$ cat src/rtl/rhap_pkg.sv
// shared constants, codes and types for the rtp h.264 / aac packetizer
// no dependencies
package rhap_pkg;

   localparam int LENGTH_BITS = 20;
   localparam int FILL_W = 14;
   localparam int CSR_IDX_W = 3;
   localparam int CSR_DATA_W = 32;
   localparam int IDX_W = 5;

   // configuration register indexes
   localparam logic [CSR_IDX_W-1:0] CSR_PAYLOAD_TYPE = 3'd0;
   localparam logic [CSR_IDX_W-1:0] CSR_SOURCE_ID = 3'd1;
   localparam logic [CSR_IDX_W-1:0] CSR_TIMESTAMP_STEP = 3'd2;
   localparam logic [CSR_IDX_W-1:0] CSR_START_SEQUENCE = 3'd3;
   localparam logic [CSR_IDX_W-1:0] CSR_START_TIMESTAMP = 3'd4;
   localparam logic [CSR_IDX_W-1:0] CSR_MAX_PAYLOAD = 3'd5;

   localparam logic [FILL_W-1:0] MAX_PAYLOAD_RESET = 14'd1400;
   localparam logic [FILL_W-1:0] MAX_PAYLOAD_MIN = 14'd16;
   localparam logic [FILL_W-1:0] MAX_PAYLOAD_MAX = 14'd8192;
   localparam logic [6:0] PAYLOAD_TYPE_RESET = 7'd96;

   localparam logic [7:0] RTP_VERSION_BYTE = 8'h80;
   localparam logic [7:0] AU_HDR_LEN_HI = 8'h00;
   localparam logic [7:0] AU_HDR_LEN_LO = 8'h10;
   localparam logic [7:0] FU_A_TYPE = 8'd28;
   localparam logic [7:0] FU_START_BIT = 8'h80;
   localparam logic [7:0] FU_END_BIT = 8'h40;
   localparam logic [7:0] NRI_MASK = 8'hE0;
   localparam logic [7:0] NAL_TYPE_MASK = 8'h1F;

   localparam logic [IDX_W-1:0] RTP_HDR_BYTES = 5'd12;
   localparam logic [2:0] EXT_NONE = 3'd0;
   localparam logic [2:0] EXT_FU = 3'd2;
   localparam logic [2:0] EXT_AU = 3'd4;

   localparam logic CODEC_VIDEO = 1'b0;
   localparam logic CODEC_AUDIO = 1'b1;

   typedef struct packed {
      logic [6:0]        payload_type;
      logic [31:0]       source_id;
      logic [31:0]       ts_step;
      logic [FILL_W-1:0] max_payload;   // already clamped to 16..8192
   } cfg_type;

   typedef struct packed {
      logic        seq_load;
      logic [15:0] seq_value;
      logic        ts_load;
      logic [31:0] ts_value;
   } load_type;

   // everything needed to send the bytes caused by one input item
   typedef struct packed {
      logic        has_hdr;
      logic [2:0]  ext_bytes;
      logic        marker;
      logic [6:0]  payload_type;
      logic [15:0] seq;
      logic [31:0] ts;
      logic [31:0] ssrc;
      logic [31:0] ext;        // first extra byte in the top bits
      logic [7:0]  data;
      logic        pkt_end;
   } pkt_type;

endpackage

$ cat src/rtl/rtp_h264_aac_packetizer_unit.sv
// rtp packetizer for h.264 nal units (single or fu-a) and aac frames
// an input item goes through the core input register, then the emit result register
// throughput: 1 input item per cycle for media bytes inside a packet while rsp_tready
// is high; an item that opens a packet holds the output register for its header bytes
// reset: synchronous; counters, framing state, valid flags and csrs return to defaults
// depends on rhap_pkg, rhap_csr, rhap_core, rhap_emit
module rtp_h264_aac_packetizer_unit
   import rhap_pkg::*;
(
   input  logic                  clock,
   input  logic                  reset,
   input  logic                  req_tvalid,
   output logic                  req_tready,
   input  logic [31:0]           req_tdata,   // data_byte[7:0], frame_length[27:8], zero pad
   input  logic [1:0]            req_tuser,   // codec[0], frame_start[1]
   output logic                  rsp_tvalid,
   input  logic                  rsp_tready,
   output logic [7:0]            rsp_tdata,   // out_byte[7:0]
   output logic                  rsp_tlast,   // packet_end
   input  logic                  csr_we,
   input  logic [CSR_IDX_W-1:0]  csr_index,
   input  logic [CSR_DATA_W-1:0] csr_wdata
);

   cfg_type  cfg;
   load_type load;
   pkt_type  pkt;
   logic     pkt_valid;
   logic     take;

   rhap_csr u_csr (
      .clock     (clock),
      .reset     (reset),
      .csr_we    (csr_we),
      .csr_index (csr_index),
      .csr_wdata (csr_wdata),
      .cfg       (cfg),
      .load      (load)
   );

   rhap_core u_core (
      .clock      (clock),
      .reset      (reset),
      .req_tvalid (req_tvalid),
      .req_tready (req_tready),
      .req_tdata  (req_tdata),
      .req_tuser  (req_tuser),
      .cfg        (cfg),
      .load       (load),
      .take       (take),
      .pkt_valid  (pkt_valid),
      .pkt        (pkt)
   );

   rhap_emit u_emit (
      .clock      (clock),
      .reset      (reset),
      .pkt_valid  (pkt_valid),
      .pkt        (pkt),
      .take       (take),
      .rsp_tvalid (rsp_tvalid),
      .rsp_tready (rsp_tready),
      .rsp_tdata  (rsp_tdata),
      .rsp_tlast  (rsp_tlast)
   );

   // an empty output register never holds back the input side
   assert property (@(posedge clock) disable iff (reset)
      !rsp_tvalid |-> req_tready)
      else $error("input stalled with empty output register");

   // the bytes of one item leave without gaps
   assert property (@(posedge clock) disable iff (reset)
      (rsp_tvalid && rsp_tready && !rsp_tlast && !take) |=> rsp_tvalid)
      else $error("gap inside an item's header bytes");

   // a new packet item is only loaded when the output register can take it
   assert property (@(posedge clock) disable iff (reset)
      pkt_valid |-> take)
      else $error("output register overwritten");

endmodule

$ cat src/rtl/rhap_csr.sv
// configuration registers of the packetizer, with payload limit clamping
// depends on rhap_pkg
module rhap_csr
   import rhap_pkg::*;
(
   input  logic                  clock,
   input  logic                  reset,
   input  logic                  csr_we,
   input  logic [CSR_IDX_W-1:0]  csr_index,
   input  logic [CSR_DATA_W-1:0] csr_wdata,
   output cfg_type               cfg,
   output load_type              load
);

   logic [6:0]        pt_ff;
   logic [31:0]       ssrc_ff;
   logic [31:0]       step_ff;
   logic [FILL_W-1:0] mp_ff;

   always_ff @(posedge clock) begin
      if (reset) begin
         pt_ff   <= PAYLOAD_TYPE_RESET;
         ssrc_ff <= '0;
         step_ff <= '0;
         mp_ff   <= MAX_PAYLOAD_RESET;
      end else if (csr_we) begin
         unique case (csr_index)
            CSR_PAYLOAD_TYPE:   pt_ff <= csr_wdata[6:0];
            CSR_SOURCE_ID:      ssrc_ff <= csr_wdata;
            CSR_TIMESTAMP_STEP: step_ff <= csr_wdata;
            CSR_MAX_PAYLOAD:    mp_ff <= csr_wdata[FILL_W-1:0];
            default: ;
         endcase
      end
   end

   always_comb begin
      cfg.payload_type = pt_ff;
      cfg.source_id    = ssrc_ff;
      cfg.ts_step      = step_ff;
      if (mp_ff < MAX_PAYLOAD_MIN) begin
         cfg.max_payload = MAX_PAYLOAD_MIN;
      end else if (mp_ff > MAX_PAYLOAD_MAX) begin
         cfg.max_payload = MAX_PAYLOAD_MAX;
      end else begin
         cfg.max_payload = mp_ff;
      end
   end

   // start values only seed the running counters
   assign load.seq_load  = csr_we && (csr_index == CSR_START_SEQUENCE);
   assign load.seq_value = csr_wdata[15:0];
   assign load.ts_load   = csr_we && (csr_index == CSR_START_TIMESTAMP);
   assign load.ts_value  = csr_wdata;

endmodule

$ cat src/rtl/rhap_core.sv
// input register, framing state and per-byte packet decision
// depends on rhap_pkg
module rhap_core
   import rhap_pkg::*;
(
   input  logic        clock,
   input  logic        reset,
   input  logic        req_tvalid,
   output logic        req_tready,
   input  logic [31:0] req_tdata,
   input  logic [1:0]  req_tuser,
   input  cfg_type     cfg,
   input  load_type    load,
   input  logic        take,
   output logic        pkt_valid,
   output pkt_type     pkt
);

   logic                   in_valid_ff;
   logic [7:0]             byte_ff;
   logic                   codec_ff;
   logic [LENGTH_BITS-1:0] len_ff;
   logic                   start_ff;

   logic [15:0]            seq_ff, seq_in;
   logic [31:0]            ts_ff, ts_in;
   logic [7:0]             nh_ff, nh_in;
   logic [LENGTH_BITS-1:0] pos_ff, pos_in;
   logic [FILL_W-1:0]      fill_ff, fill_in;
   logic                   single_ff, single_in;

   logic                   advance;
   logic                   has_result;
   logic                   pkt_end;

   always_comb begin
      logic [LENGTH_BITS-1:0] p;
      logic [LENGTH_BITS-1:0] rem;
      logic [LENGTH_BITS-1:0] mx_ext;
      logic [FILL_W-1:0]      fill_e;
      logic [FILL_W:0]        fill_inc;
      logic                   in_range;
      logic                   first;
      logic                   single_e;
      logic                   fu;
      logic                   skip_fu;
      logic                   last;
      logic                   q_zero;
      logic [7:0]             nh_e;
      logic [7:0]             fu_hdr;
      logic [12:0]            sz;

      mx_ext   = {{(LENGTH_BITS-FILL_W){1'b0}}, cfg.max_payload};
      p        = start_ff ? '0 : pos_ff;
      fill_e   = start_ff ? '0 : fill_ff;
      in_range = p < len_ff;
      first    = (p == '0);
      nh_e     = first ? byte_ff : nh_ff;
      single_e = first ? ((codec_ff == CODEC_VIDEO) && (len_ff < mx_ext)) : single_ff;
      if (first) begin
         fill_e = '0;
      end
      fu       = (codec_ff == CODEC_VIDEO) && !single_e;
      // the nalu header byte of a fragmented unit is only latched
      skip_fu  = fu && first;
      rem      = len_ff - p;
      last     = rem <= mx_ext;
      q_zero   = (p == {{(LENGTH_BITS-1){1'b0}}, 1'b1});
      fill_inc = {1'b0, fill_e} + {{FILL_W{1'b0}}, 1'b1};
      pkt_end  = (fill_inc >= {1'b0, cfg.max_payload}) ||
                 (rem == {{(LENGTH_BITS-1){1'b0}}, 1'b1});
      has_result = in_range && !skip_fu;

      fu_hdr = nh_e & NAL_TYPE_MASK;
      if (q_zero) begin
         fu_hdr = fu_hdr | FU_START_BIT;
      end
      if (last) begin
         fu_hdr = fu_hdr | FU_END_BIT;
      end
      sz = len_ff[12:0];

      pkt.has_hdr      = (fill_e == '0);
      pkt.marker       = last;
      pkt.payload_type = cfg.payload_type;
      pkt.seq          = seq_ff;
      pkt.ts           = ts_ff;
      pkt.ssrc         = cfg.source_id;
      pkt.data         = byte_ff;
      pkt.pkt_end      = pkt_end;
      if (codec_ff == CODEC_AUDIO) begin
         pkt.ext_bytes = EXT_AU;
         pkt.ext       = {AU_HDR_LEN_HI, AU_HDR_LEN_LO, sz[12:5], sz[4:0], 3'b000};
      end else if (fu) begin
         pkt.ext_bytes = EXT_FU;
         pkt.ext       = {(nh_e & NRI_MASK) | FU_A_TYPE, fu_hdr, 16'h0000};
      end else begin
         pkt.ext_bytes = EXT_NONE;
         pkt.ext       = '0;
      end

      // framing state after this byte
      nh_in     = in_range ? nh_e : nh_ff;
      single_in = in_range ? single_e : single_ff;
      if (!in_range) begin
         pos_in  = p;
         fill_in = fill_e;
      end else if (skip_fu) begin
         pos_in  = {{(LENGTH_BITS-1){1'b0}}, 1'b1};
         fill_in = '0;
      end else begin
         pos_in  = p + {{(LENGTH_BITS-1){1'b0}}, 1'b1};
         fill_in = pkt_end ? '0 : fill_inc[FILL_W-1:0];
      end
      if (has_result && pkt_end) begin
         seq_in = seq_ff + 16'd1;
         ts_in  = ts_ff + cfg.ts_step;
      end else begin
         seq_in = seq_ff;
         ts_in  = ts_ff;
      end
   end

   assign advance    = in_valid_ff && (!has_result || take);
   assign req_tready = !in_valid_ff || advance;
   assign pkt_valid  = advance && has_result;

   always_ff @(posedge clock) begin
      if (reset) begin
         in_valid_ff <= 1'b0;
      end else if (req_tready) begin
         in_valid_ff <= req_tvalid;
      end
   end

   always_ff @(posedge clock) begin
      if (req_tready && req_tvalid) begin
         byte_ff  <= req_tdata[7:0];
         len_ff   <= req_tdata[8 +: LENGTH_BITS];
         codec_ff <= req_tuser[0];
         start_ff <= req_tuser[1];
      end
   end

   always_ff @(posedge clock) begin
      if (reset) begin
         seq_ff    <= '0;
         ts_ff     <= '0;
         nh_ff     <= '0;
         pos_ff    <= '0;
         fill_ff   <= '0;
         single_ff <= 1'b0;
      end else begin
         if (advance) begin
            nh_ff     <= nh_in;
            pos_ff    <= pos_in;
            fill_ff   <= fill_in;
            single_ff <= single_in;
         end
         if (load.seq_load) begin
            seq_ff <= load.seq_value;
         end else if (advance) begin
            seq_ff <= seq_in;
         end
         if (load.ts_load) begin
            ts_ff <= load.ts_value;
         end else if (advance) begin
            ts_ff <= ts_in;
         end
      end
   end

endmodule

$ cat src/rtl/rhap_emit.sv
// result register: sends the header bytes, if any, and the media byte of one item
// depends on rhap_pkg
module rhap_emit
   import rhap_pkg::*;
(
   input  logic       clock,
   input  logic       reset,
   input  logic       pkt_valid,
   input  pkt_type    pkt,
   output logic       take,
   output logic       rsp_tvalid,
   input  logic       rsp_tready,
   output logic [7:0] rsp_tdata,
   output logic       rsp_tlast
);

   logic             valid_ff;
   pkt_type          pkt_ff;
   logic [IDX_W-1:0] idx_ff;
   logic [IDX_W-1:0] last_idx;
   logic             at_last;
   logic             fire;

   assign last_idx = pkt_ff.has_hdr ? (RTP_HDR_BYTES + {2'b00, pkt_ff.ext_bytes}) : '0;
   assign at_last  = (idx_ff == last_idx);
   assign fire     = valid_ff && rsp_tready;
   assign take     = !valid_ff || (rsp_tready && at_last);

   always_ff @(posedge clock) begin
      if (reset) begin
         valid_ff <= 1'b0;
         idx_ff   <= '0;
      end else if (pkt_valid) begin
         valid_ff <= 1'b1;
         idx_ff   <= '0;
      end else if (fire && at_last) begin
         valid_ff <= 1'b0;
      end else if (fire) begin
         idx_ff <= idx_ff + {{(IDX_W-1){1'b0}}, 1'b1};
      end
   end

   always_ff @(posedge clock) begin
      if (pkt_valid) begin
         pkt_ff <= pkt;
      end
   end

   always_comb begin
      if (at_last) begin
         rsp_tdata = pkt_ff.data;
      end else begin
         case (idx_ff)
            5'd0:    rsp_tdata = RTP_VERSION_BYTE;
            5'd1:    rsp_tdata = {pkt_ff.marker, pkt_ff.payload_type};
            5'd2:    rsp_tdata = pkt_ff.seq[15:8];
            5'd3:    rsp_tdata = pkt_ff.seq[7:0];
            5'd4:    rsp_tdata = pkt_ff.ts[31:24];
            5'd5:    rsp_tdata = pkt_ff.ts[23:16];
            5'd6:    rsp_tdata = pkt_ff.ts[15:8];
            5'd7:    rsp_tdata = pkt_ff.ts[7:0];
            5'd8:    rsp_tdata = pkt_ff.ssrc[31:24];
            5'd9:    rsp_tdata = pkt_ff.ssrc[23:16];
            5'd10:   rsp_tdata = pkt_ff.ssrc[15:8];
            5'd11:   rsp_tdata = pkt_ff.ssrc[7:0];
            5'd12:   rsp_tdata = pkt_ff.ext[31:24];
            5'd13:   rsp_tdata = pkt_ff.ext[23:16];
            5'd14:   rsp_tdata = pkt_ff.ext[15:8];
            5'd15:   rsp_tdata = pkt_ff.ext[7:0];
            default: rsp_tdata = pkt_ff.data;
         endcase
      end
   end

   assign rsp_tvalid = valid_ff;
   assign rsp_tlast  = at_last && pkt_ff.pkt_end;

endmodule

$ cat config.mk
export PLATFORM = sky130hd
export DESIGN_NAME = rtp_h264_aac_packetizer_unit
export DESIGN_NICKNAME = d
export VERILOG_FILES = /design/src/rtl/rhap_pkg.sv /design/src/rtl/rtp_h264_aac_packetizer_unit.sv /design/src/rtl/rhap_csr.sv /design/src/rtl/rhap_core.sv /design/src/rtl/rhap_emit.sv
export SDC_FILE = /design/constraint.sdc
export NUM_CORES = 1
export LEC_CHECK = 0
export BUFFER_PORTS_ARGS = -buffer_cell sky130_fd_sc_hd__clkbuf_2
export CAP_MARGIN = 10
export CORE_MARGIN = 2
export CORE_UTILIZATION = 57
export CTS_BUF_LIST = sky130_fd_sc_hd__clkbuf_4 sky130_fd_sc_hd__clkbuf_8
export DETAILED_ROUTE_END_ITERATION = 8
export GPL_TIMING_DRIVEN = 1
export PLACE_DENSITY_LB_ADDON = 0.12
export REMOVE_ABC_BUFFERS = 1
export SLEW_MARGIN = 0
export SYNTH_ARGS = -nofsm -noshare
export SYNTH_HDL_FRONTEND = slang
export SYNTH_SLANG_ARGS = --single-unit
$ cat constraint.sdc
create_clock -name clock -period 4.97 [get_ports clock]
set_clock_uncertainty 0.05 [all_clocks]
set_input_delay 1.2425 -clock clock [delete_from_list [all_inputs] [get_ports clock]]
set_output_delay 1.2425 -clock clock [all_outputs]
set_load 0.02 [all_outputs]
Yosys cells after proc, flatten, opt, wreduce, memory -nomap -nowiden:

Index checks and enable logic that the tools add are counted.

* flip-flop bits (word level): 346
* logic and storage cells: 138

* eq/ne operators: 23
* muxes and demuxes: 28
* bitwise gates (word level): 3
* order comparisons: 6
* reductions and logical operators: 42
* add/sub/neg operators: 7

Operator list (count)
* 8-bit one-hot mux with 16 select lines: 1
* 14-bit 2-to-1 mux: 7
* 32-bit 2-to-1 mux: 3
* 16-bit 2-to-1 mux: 4
* 20-bit 2-to-1 mux: 3
* 20-bit by 1-bit equality test with 1-bit output (second input constant): 2
* 5-bit by 4-bit equality test with 1-bit output (second input constant): 8
* 32-bit adder: 1
* 29-bit 2-to-1 mux: 1
* 8-bit 2-to-1 mux: 3
* 20-bit by 1-bit adder with 20-bit output (second input constant): 1
* 5-bit by 3-bit equality test with 1-bit output (second input constant): 4
* 20-bit by 14-bit <= comparator with 1-bit output: 1
* 20-bit zero test: 1
* 20-bit by 14-bit less-than comparator with 1-bit output: 1
* 20-bit less-than comparator: 1
* 20-bit subtractor: 1
* 16-bit by 1-bit adder with 16-bit output (second input constant): 1
* 2-bit AND reduction: 8
* 14-bit by 1-bit adder with 15-bit output (second input constant): 1
* 15-bit by 14-bit >= comparator with 1-bit output: 1
* 14-bit greater-than comparator (second input constant): 1
* 1-bit logical AND: 14
* 14-bit zero test: 1
* 20 further kinds: 39

Depth between registers and ports, before layout:

* word-level depth: 16
* gate-level depth with buffers: 26

Cells and area by module:

Synthesis repeated with hierarchy kept, for this count alone.

* cell total of the unflattened synthesis: 2033
* area, all modules: 19246.0 sq um

By module, submodules not included
* rhap_core: seq. area each 2742.6 sq um, instances 1, area each 10095.9 sq um, cells an instance 1251
* rhap_emit: seq. area each 4113.9 sq um, instances 1, area each 5642.9 sq um, cells an instance 342
* rhap_csr: seq. area each 1701.6 sq um, instances 1, area each 3507.1 sq um, cells an instance 440

Worst setup path after synthesis:

OpenSTA, ideal clock, no wires.

* path type: register -> register
* start: register u_csr.mp_ff[0]
* end: register u_core.fill_ff[9]
* required time: 4.846 ns
* data arrival time: 5.338 ns
* slack: -0.492 ns
* period minus slack after synthesis: 5.462 ns
* cell stages (with the launch flop): 18
* path buffers: 2
* cells stage by stage: dfxtp_1 > or4_1 > o21ai_0 > nand2_1 > ha_1 > and4_1 > o221ai_1 > a21oi_1 > o31a_1 > o21ai_1 > and3_1 > nand3_2 > inv_1 > buf_2 > and2_1 > buf_2 > o211ai_1 > o21ai_0

* longest elaborated chain between the ends: 14
* elaborated cells between the ends (all ways): 20

Ends and longest elaborated chain
* start: declaration: line rhap_csr.sv:18 `logic [FILL_W-1:0] mp_ff;`
* start signal: assignment: line rhap_csr.sv:31 `CSR_MAX_PAYLOAD: mp_ff <= csr_wdata[FILL_W-1:0];`
* 14-bit greater-than comparator: line rhap_csr.sv:43 `end else if (mp_ff > MAX_PAYLOAD_MAX) begin`
* 14-bit 2-to-1 mux: line rhap_csr.sv:43
* 14-bit 2-to-1 mux (*): line rhap_csr.sv:41 `if (mp_ff < MAX_PAYLOAD_MIN) begin`
* 20-bit by 14-bit less-than comparator with 1-bit output: line rhap_core.sv:59 `single_e = first ? ((codec_ff == CODEC_VIDEO) && (len_ff < mx_ext)) : single_ff;`
* 1-bit logical AND: line rhap_core.sv:59
* 1-bit 2-to-1 mux: line rhap_core.sv:59
* 1-bit zero test: line rhap_core.sv:63 `fu = (codec_ff == CODEC_VIDEO) && !single_e;`
* 1-bit logical AND: line rhap_core.sv:63
* 1-bit logical AND: line rhap_core.sv:65 `skip_fu = fu && first;`
* 1-bit zero test: line rhap_core.sv:72 `has_result = in_range && !skip_fu;`
* 1-bit logical AND: line rhap_core.sv:72
* 1-bit zero test: line rhap_core.sv:124 `assign advance = in_valid_ff && (!has_result || take);`
* 1-bit logical OR: line rhap_core.sv:124
* 1-bit logical AND: line rhap_core.sv:124
* end signal: assignment: line rhap_core.sv:157 `fill_ff <= fill_in;`
* end: declaration: line rhap_core.sv:29 `logic [FILL_W-1:0] fill_ff, fill_in;`

Every way passes the cells marked *; elsewhere a longest branch is shown, timed or not.
A chain may end at the register's enable or synchronous reset.

Final worst setup path:

* start: register u_core.start_ff
* end: output req_tready

* longest elaborated chain between the ends: 12
* elaborated cells between the ends (all ways): 13

Ends and longest elaborated chain
* start: declaration: line rhap_core.sv:23 `logic start_ff;`
* start signal: assignment: line rhap_core.sv:141 `start_ff <= req_tuser[1];`
* 20-bit 2-to-1 mux (*): line rhap_core.sv:54 `p = start_ff ? '0 : pos_ff;`
* branches (longest 6 deep; another with 20-bit less-than comparator)
* 1-bit logical AND (*): line rhap_core.sv:72
* 1-bit zero test (*): line rhap_core.sv:124
* 1-bit logical OR (*): line rhap_core.sv:124
* 1-bit logical AND (*): line rhap_core.sv:124
* 1-bit logical OR (*): line rhap_core.sv:125 `assign req_tready = !in_valid_ff || advance;`
* end: declaration: line rtp_h264_aac_packetizer_unit.sv:13 `output logic req_tready,`

Every way passes the cells marked *.

==> metrics.md <==
| Metric | Value |
|---|---|
| Status | `completed` |
| Non-Filler Instances | `2,462` |
| Core area | `30,670 um2` |
| Initial Utilization | `57.89%` |
| DP HPWL | `36,400 um` |
| Reg-to-Reg End | `u_core.seq_ff[14]$_SDFFE_PP0P_` |
| Top sig layer | `met5` |
| Nets | `2,200` |
| Critical Path Fanout Max | `45` |
| # setup viols final | `0` |
| TritonCTS clock tree | `built` |
| Setup ws final | `0.1255 ns` |
| H-Tree Depth | `2` |
| Via count | `15.27k` |
| Synthesis-stage register bit count | `336` |
| Total power draw | `6.133 mW` |
| Number of global-route vias before repair | `13.99k` |
| Site row count | `64` |
| Max_cap viols | `0` |
| Clock slew at reported path FFs | `0.06 ns` |
| Routed vias/inst | `6.202` |
| Port Buffers | `80` |
| Hold-fix buffers, CTS | `0` |
| Hold Vio Cnt, Final | `0` |
| Antenna cells | `0` |
| Element type at the critical path start | `flip-flop` |
| Boundary Pins | `85` |
| Filler instances | `2,458` |
| Crit path kind | `flip-flop to primary output` |
| Worst setup path startpoint | `u_core.start_ff$_DFFE_PP_` |
| Top-area cell type share of the netlist area | `25.88%` |
| R2r startpoint | `u_core.pos_ff[10]$_SDFFE_PP0P_` |
| Max VDD drop | `0.0002036 V` |
| Pleak | `7.911 nW` |
| Placed insts | `2,328` |
| Clk sinks | `336` |
| Cts bufs inserted | `55` |
| Post-synth top area cell | `edfxtp_1` |
| Post-synth EDFFs | `153` |
| DRT iter0 DRCs | `1,611` |
| Antenna Nets Post-Route | `0` |
| Tcrit/Tclk final | `97.47%` |
| Die Y | `180.5 um` |
| Sequential cell area fraction in the yosys report | `46.51%` |
| Setup TNS | `0 ns` |
| Met3 wire length | `5737 um` |
| Worst skew pair latency | `0.61 ns` |
| Die width | `180.5 um` |
| Worst slew pin tran | `1.290 ns` |
| Area delta synth->final | `16.81%` |
| Detailed-route wire length per cell | `21.09 um` |
| Die Area | `32,580 um2` |
| Rel. slew slack | `13.74%` |
| Post-Route WL | `51,920 um` |
| Cells after Synth | `1,875` |
| Total GRT Usage | `30.80%` |
| Routability cong. | `0.9235` |
| Min-Delay Path Class | `flip-flop to flip-flop` |
| Fmax | `206.4 MHz` |
| Reg2Reg Depth | `22` |
| Critical path arrival | `3.55 ns` |
| Global-route wire length before repair | `79,190 um` |
| Synth async-reset ratio | `0%` |
| Clk root buf | `clkbuf_8` |
| RSZ-0062 raised after global routing | `true` |
| Number of antenna violations at the first check in global routing | `0` |
| CTS Buffer Depth | `3` |
| Hold slack | `0.3683 ns` |
| Met1 wire length | `23,250 um` |
| Largest net degree at the start of global routing | `115` |
| Post-Syn Area | `17,750 um2` |
| Top FF cell, synth | `dfxtp_1` |
| Required time worst endpoint | `3.68 ns` |
| Synth unique cells | `80` |
| Fraction of layout instances using a drive strength above 1 | `19.02%` |
| Top cells by area, synth | `edfxtp_1 26%, dfxtp_1 21%, ha_1 7.3%` |
| First-pass iteration count of the detailed router | `7` |
| Synth warn | `0` |
| Met2 Routed Length | `21,770 um` |
| Total grt overflow | `0` |
| PD cells | `295.7 nW/um2` |
| Slew Limit Fails | `0` |
| Drc violations | `0` |
| Final min period | `4.844 ns` |
| Element type at the critical path end | `primary output` |
| DP Worst Slack | `-0.2763 ns` |
| Worst Setup EP | `req_tready` |
| Mean Syn Cell Area | `9.469 um2` |
| Internal reg-to-reg setup slack | `0.15 ns` |
## per-stage QoR
stage / util (%) / area, um2
finish: 67.62 / 20740
global route: 67.62 / 20740
CTS: 66.06 / 20260
detailed placement: 61.70 / 18920
global placement: 61.70 / 18920
floorplan: - / 17320
## cells by family after synthesis
kind of cell,share of synthesized area (%)
AND/OR/NAND/NOR,19.32
AO/OA/AOI/OAI,17.99
flip-flops,46.51
buffers and inverters,3.333
adder cells (fa/ha/maj),7.484
XOR/XNOR,3.157
multiplexers,2.199
## final cells by class
| type | instances | area [um2] | area share (%) |
|---|---|---|---|
| sequential | 336 | 8262 | 39.84 |
| timing repair buffer | 193 | 1359 | 6.552 |
| clock inverter | 20 | 152.6 | 0.7360 |
| multi-input combinational | 1392 | 9309 | 44.89 |
| clock buffer | 82 | 997.2 | 4.808 |
| inverter | 43 | 163.9 | 0.7903 |
| tap | 396 | 495.5 | 2.389 |
## metal layers
layer / vias up / GRT usage, %
met3: 80 / 6.690
li1: 7181 / -
met5: - / 1.333
met2: 758 / 44.32
met1: 7248 / 46.87
met4: 2 / 7.645
## worst min-delay path by stage
stage / start / end / cells past startpoint
3_3_place_gp: u_csr.ssrc_ff[30]$_SDFFE_PP0P_ / u_emit.pkt_ff[71]$_DFFE_PP_ / 0
3_5_place_dp: u_csr.ssrc_ff[29]$_SDFFE_PP0P_ / u_emit.pkt_ff[70]$_DFFE_PP_ / 0
6_report: u_csr.ssrc_ff[16]$_SDFFE_PP0P_ / u_emit.pkt_ff[57]$_DFFE_PP_ / 0
5_1_grt: u_csr.ssrc_ff[29]$_SDFFE_PP0P_ / u_emit.pkt_ff[70]$_DFFE_PP_ / 0
2_1_floorplan: u_csr.pt_ff[0]$_SDFFE_PP0P_ / u_emit.pkt_ff[121]$_DFFE_PP_ / 0
4_1_cts: u_csr.ssrc_ff[16]$_SDFFE_PP0P_ / u_emit.pkt_ff[57]$_DFFE_PP_ / 0
## synthesized netlist by cell type (5+ instances only)
library cell and number:
o31ai_1 5, clkbuf_1 96, and2_1 33, nor2b_1 17, a21oi_1 169, a22oi_1 29, mux2i_1 39, xnor2_1 38
buf_2 5, a41oi_1 7, a221oi_1 15, or2_2 9, nor2_1 156, o221ai_1 5, a22o_1 14, nand3b_1 12
nand4_1 30, ha_1 103, nand2b_1 34, dfxtp_1 183, a311oi_1 9, nor4_2 5, nand2_1 250, or3_1 9
inv_1 43, a21o_1 36, a31oi_1 15, nor3_2 6, nor4_1 12, o21ai_0 59, nor3_1 32, nor3b_1 10
o21a_1 12, xor2_1 26, nand3_1 30, and3_1 20, a222oi_1 5, and4_1 6, a211oi_1 49, or4_1 7
o211ai_1 10, a221o_1 7, edfxtp_1 153
## state kept, by name, indices dropped and copies added, names as in the netlist
signal              cells
u_emit.rsp_tvalid       1
u_emit.pkt_ff         123
u_csr.step_ff          32
u_core.in_valid_ff      1
u_core.len_ff          20
u_core.nh_ff            8
u_core.single_ff        1
u_core.start_ff         1
u_core.seq_ff          16
u_core.byte_ff          8
u_csr.mp_ff            14
u_core.codec_ff         1
u_csr.ssrc_ff          32
u_emit.idx_ff           5
u_core.pos_ff          20
u_core.ts_ff           32
u_core.fill_ff         14
u_csr.pt_ff             7
## cell usage in the layout, fill, tap and decap left out, types with 10 or more instances in the layout
master    instances
a211oi_1         40
a21o_1           36
a21oi_1         164
a221oi_1         14
a22o_1           14
a22oi_1          29
a31oi_1          14
and2_1           33
and3_1           17
buf_4           102
clkbuf_2         78
clkbuf_4         21
clkbuf_8         61
clkinv_2         11
dfxtp_1         180
edfxtp_1        153
ha_1             94
inv_1            40
mux2i_1          38
nand2_1         244
nand2b_1         34
nand3_1          27
nand3b_1         12
nand4_1          30
nor2_1          154
nor2b_1          15
nor3_1           31
nor3b_1          10
nor4_1           11
o211ai_1         10
o21a_1           12
o21ai_0          52
xnor2_1          38
xor2_1           26
## power by group
| group | internal (mW) | switching, mW | leakage (nW) |
|---|---|---|---|
| clock network | 1.39 | 1.14 | 0.621 |
| logic | 0.212 | 0.339 | 4.45 |
| registers | 2.98 | 0.0712 | 2.84 |
## repair_timing
item / 4_1_cts / 5_1_grt
pin swaps: 14 / 56
endpoints found under the setup margin: 62 / 63
gates resized for setup: 30 / 66
setup buffers: 6 / 24
gates cloned: 2 / 2
## worst max-delay path, cell delays in order, from the launching register on
cell	delay, ns
edfxtp_1	0.38
buf_6	0.16
buf_8	0.18
nand2b_1	0.24
ha_1	0.45
o21ai_1	0.20
o211a_1	0.30
nor2_4	0.14
a21o_1	0.22
nand3_2	0.14
nor2_4	0.24
nand2_2	0.10
buf_8	0.15
Power figures use the tool's default switching activity.
